**src/rtl/tmcr_div.sv**
```systemverilog
// Restoring divider that produces one quotient bit per cycle.
module tmcr_div #(
  parameter int W = 18
) (
  input  logic         clk_i,
  input  logic         rst_ni,
  input  logic         start_i,
  input  logic         flush_i,
  input  logic [W-1:0] num_i,
  input  logic [W-1:0] den_i,
  output logic         done_o,
  output logic [W-1:0] quot_o,
  output logic [W-1:0] rem_o
);
  localparam int CNT_BITS = $clog2(W + 1);

  logic [W-1:0]        quo_q, rem_q, den_q;
  logic [CNT_BITS-1:0] cnt_q;
  logic                active_q, done_q;
  logic [W:0]          rem_sh, diff;
  logic                ge;

  always_comb begin
    rem_sh = {rem_q, quo_q[W-1]};
    diff   = rem_sh - {1'b0, den_q};
    ge     = rem_sh >= {1'b0, den_q};
  end

  always_ff @(posedge clk_i or negedge rst_ni) begin
    if (!rst_ni) begin
      active_q <= 1'b0;
      done_q   <= 1'b0;
      cnt_q    <= '0;
    end else if (flush_i) begin
      active_q <= 1'b0;
      done_q   <= 1'b0;
    end else if (start_i) begin
      active_q <= 1'b1;
      done_q   <= 1'b0;
      cnt_q    <= CNT_BITS'(W);
    end else if (active_q) begin
      cnt_q  <= cnt_q - 1'b1;
      done_q <= (cnt_q == CNT_BITS'(1));
      if (cnt_q == CNT_BITS'(1)) begin
        active_q <= 1'b0;
      end
    end else begin
      done_q <= 1'b0;
    end
  end

  always_ff @(posedge clk_i) begin
    if (start_i) begin
      quo_q <= num_i;
      rem_q <= '0;
      den_q <= den_i;
    end else if (active_q) begin
      quo_q <= {quo_q[W-2:0], ge};
      rem_q <= ge ? diff[W-1:0] : rem_sh[W-1:0];
    end
  end

  assign done_o = done_q;
  assign quot_o = quo_q;
  assign rem_o  = rem_q;
endmodule
```
**config.mk**
```make
export PLATFORM = sky130hd
export DESIGN_NAME = tmcr_div
export DESIGN_NICKNAME = d
export VERILOG_FILES = /design/src/rtl/tmcr_div.sv
export SDC_FILE = /design/constraint.sdc
export NUM_CORES = 1
export LEC_CHECK = 0
export BUFFER_PORTS_ARGS = -buffer_cell sky130_fd_sc_hd__buf_2
export CAP_MARGIN = 15
export CORE_UTILIZATION = 30
export CTS_BUF_LIST = sky130_fd_sc_hd__clkbuf_4
export DETAILED_ROUTE_END_ITERATION = 16
export PLACE_DENSITY = 0.48
export SYNTH_ARGS = -nofsm -noshare
export SYNTH_HDL_FRONTEND = slang
export SYNTH_SLANG_ARGS = --single-unit
```
**constraint.sdc**
```tcl
create_clock -name clk_i -period 2.85 [get_ports clk_i]
set_input_delay 0.855 -clock clk_i [delete_from_list [all_inputs] [get_ports clk_i]]
set_output_delay 0.855 -clock clk_i [all_outputs]
set_load 0.01 [all_outputs]
```
==> impl_metrics.env <==
export IMPL_status="finished with violations"
export IMPL_failed_checks="design-rule violations"
export IMPL_cp_cell_sequence="ha_1 -> a21oi_1 -> nor3_2 -> o31ai_2 -> and3_4 -> nand2_1 -> mux2_2"
export IMPL_synth_top_area_share_pct=29.83
export IMPL_final_period_utilization_pct=90.59
export IMPL_setup_viol=0
export IMPL_ctsResizeCount=0
export IMPL_route_detailed_drc=1
export IMPL_diodes=0
export IMPL_viasPerCell=5.012
export IMPL_finalClockSkew_ns=0.02630
export IMPL_postRouteAntennaNets=0
export IMPL_synth_fp_nets=421
export IMPL_die_h_um=111.9
export IMPL_synth_seq_cells=61
export IMPL_htree_levels=3
export IMPL_coreArea_um2=11610
export IMPL_max_freq_mhz=387.3
export IMPL_wire_per_inst_um=15.80
export IMPL_avgSynthCellArea_um2=10.07
export IMPL_path_class="reg -> reg"
export IMPL_num_vias=2947
export IMPL_numCtsBuffers=9
export IMPL_yosysTopAreaCell="edfxtp_1"
export IMPL_synth_edf_count=36
export IMPL_synth_cell_types=59
export IMPL_multi_input_comb_area_um2=1808
export IMPL_drt_pass1_iterations=10
export IMPL_dp_worst_setup_slack_ns=0.3136
export IMPL_grt_max_degree=44
export IMPL_grt_overflow=0
export IMPL_row_count=39
export IMPL_setup_ws_ns=0.2681
export IMPL_ys_flop_type="edfxtp_1"
export IMPL_synth_area_um2=3623
export IMPL_start_kind="register"
export IMPL_cts_tree="built"
export IMPL_hp_class="in -> async"
export IMPL_rsz0062_at_grt="no"
export IMPL_hold_viol=0
export IMPL_cp_end_kind="register"
export IMPL_whs_ns=0.2372
export IMPL_grt_pass1_vias=2896
export IMPL_clockBufferDepth=2
export IMPL_cp_slowest_stage_delay_ns=0.40
export IMPL_slew_headroom_pct=62.05
export IMPL_regArea_um2=1617
export IMPL_maxCapViolCount=0
export IMPL_grt_pass1_wl_um=15210
export IMPL_post_cts_buffers=0
export IMPL_cts_root_buf="clkbuf_4"
export IMPL_io_buffers=76
export IMPL_drt_iter0_markers=148
export IMPL_worst_pin_slew_ns=0.5633
export IMPL_routed_wl_um=9288
export IMPL_clock_sinks=61
export IMPL_io_pins=77
export IMPL_critPathArrivalTime_ns=2.79
export IMPL_cts_hold_buf=0
export IMPL_yosys_top_cells_area="edfxtp_1 (30%), dfxtp_1 (9.9%), ha_1 (6.9%)"
export IMPL_die_area_um2=12520
export IMPL_grtUsageTotal_pct=15.59
export IMPL_fp_dieW_um=111.9
export IMPL_p_per_area_nw_per_um2=560.2
export IMPL_antenna_found_initial=0
export IMPL_ys_seq_area_share_pct=44.61
export IMPL_netlist_instances=360
export IMPL_crit_required_ns=3.06
export IMPL_dp_hpwl_um=6812
export IMPL_final_max_slew_viol_count=0
export IMPL_ys_warnings_count=0
export IMPL_cp_slowest_cell="and3_4"
export IMPL_area_growth_pct=18.68
export IMPL_synthArstFlopShare_pct=11.48
export IMPL_peakVddDrop_mv=0.2222
export IMPL_setup_tns_ns=0
export IMPL_clock_latency_ns=0.44
export IMPL_fin_nets=501
export IMPL_initial_utilization_pct=31.20
export IMPL_power_mw=2.409
export IMPL_nFillCells=1213
export IMPL_drive_gt1_share_pct=30.34
export IMPL_dpl_cell_area_um2=4153
export IMPL_fin_area_um2=4300
export IMPL_final_min_clock_period_ns=2.582
export IMPL_power_leakage_nw=1.852
export IMPL_worstPathMaxFanout=20
export IMPL_place_gp_congestion=0.8296
export IMPL_clk_pin_slew_ns=0.13
power breakdown:
| group | switching (mW) | internal [mW] |
|---|---|---|
| clock network | 0.377 | 0.284 |
| registers | 0.0590 | 1.03 |
| logic | 0.379 | 0.280 |
path summary, 6_finish.rpt:
path                       cells past startpoint  slack (ns)   endpoint       from
max                                            7        0.27  quot_o[0]  rem_o[11]
min                                            1        0.24   cnt_q[2]     rst_ni
max reg2reg                                    7        0.27  quot_o[0]  rem_o[11]
min reg2reg                                    1        0.49   cnt_q[4]   cnt_q[4]
max in group asynchronous                      1        2.46   active_q     rst_ni
min in group clk_i                             1        0.49   cnt_q[4]   cnt_q[4]
layout make-up:
cell class,count,share of cell area (%)
Clock buffer,10,1.746
Sequential cell,61,37.59
Clock inverter,6,1.688
Tap cell,143,4.161
Inverter,25,2.182
Multi-Input combinational cell,257,42.04
Timing Repair Buffer,86,10.59
cells by family after synthesis:
| group | count (synthesis) | synth area share [%] |
|---|---|---|
| flip-flops | 61 | 44.61 |
| multiplexers | 18 | 5.594 |
| AO/OA/AOI/OAI | 108 | 21.06 |
| buffers and inverters | 42 | 5.490 |
| XOR/XNOR | 9 | 2.175 |
| AND/OR/NAND/NOR | 101 | 13.61 |
| adder cells (fa/ha/maj) | 21 | 7.459 |
synth_stat cells, drive strengths merged (5+ instances only):
cell type,instances
dfxtp,18
nor2,37
nand2,19
nor3,6
edfxtp,36
xnor2,5
ha,20
buf,7
dfrtp,7
mux2,18
a21o,10
nand3,17
clkbuf,10
inv,25
a311oi,13
or3,5
a31oi,8
a21oi,21
o211ai,5
o21ai,24
o31ai,5
placed cells by master, fill, tap and decap left out, drive strengths merged, types with 2 or more instances in the layout:
cell type,synthesis,routed
and3,2,2
nor3,6,6
o21bai,2,2
nand2,19,19
buf,7,86
mux2,18,18
a311oi,13,13
dfrtp,7,7
o21ai,24,24
nand2b,3,3
or3,5,5
a21o,10,10
a21oi,21,21
edfxtp,36,36
xor2,4,4
dfxtp,18,18
a31oi,8,8
o21a,4,4
nand3,17,17
xnor2,5,5
o41ai,3,3
ha,20,20
nor2b,2,2
o211ai,5,5
clkbuf,10,10
inv,25,26
nand4,3,3
a211o,3,3
o31ai,5,5
and2,2,2
o311ai,2,2
clkinv,0,3
nor2,37,37
metrics by stage:
stage | utilization [%] | std cells
final | 37.03 | 588
after global routing | 37.03 | 588
after CTS | 37.03 | 588
after detailed placement | 35.76 | 572
after global placement | 35.76 | 572
after floorplan | - | 360
state kept, by name, summed over array words and instances (netlist names):
| register | count |
|---|---|
| active_q | 1 |
| cnt_q | 5 |
| den_q | 18 |
| done_o | 1 |
| quot_o | 18 |
| rem_o | 18 |
critical path, delay by kind of cell, from the launching register on:
kind | cells | cell delay [ns]
simple gates | 3 | 0.66
compound gates | 2 | 0.64
fa+ha+maj | 1 | 0.39
flops | 1 | 0.37
mux | 1 | 0.29
routing by layer:
metal	track usage [%]	vias up	wire length [um]	part of all wire [%]
met1	20.79	1387	4511	49
met4	5.225	0	121	1.3
met5	0	-	0	0
met3	3.647	8	296	3.2
li1	-	1505	-	-
met2	24.76	47	4359	47
No activity file was read; power rests on OpenSTA's default activity.
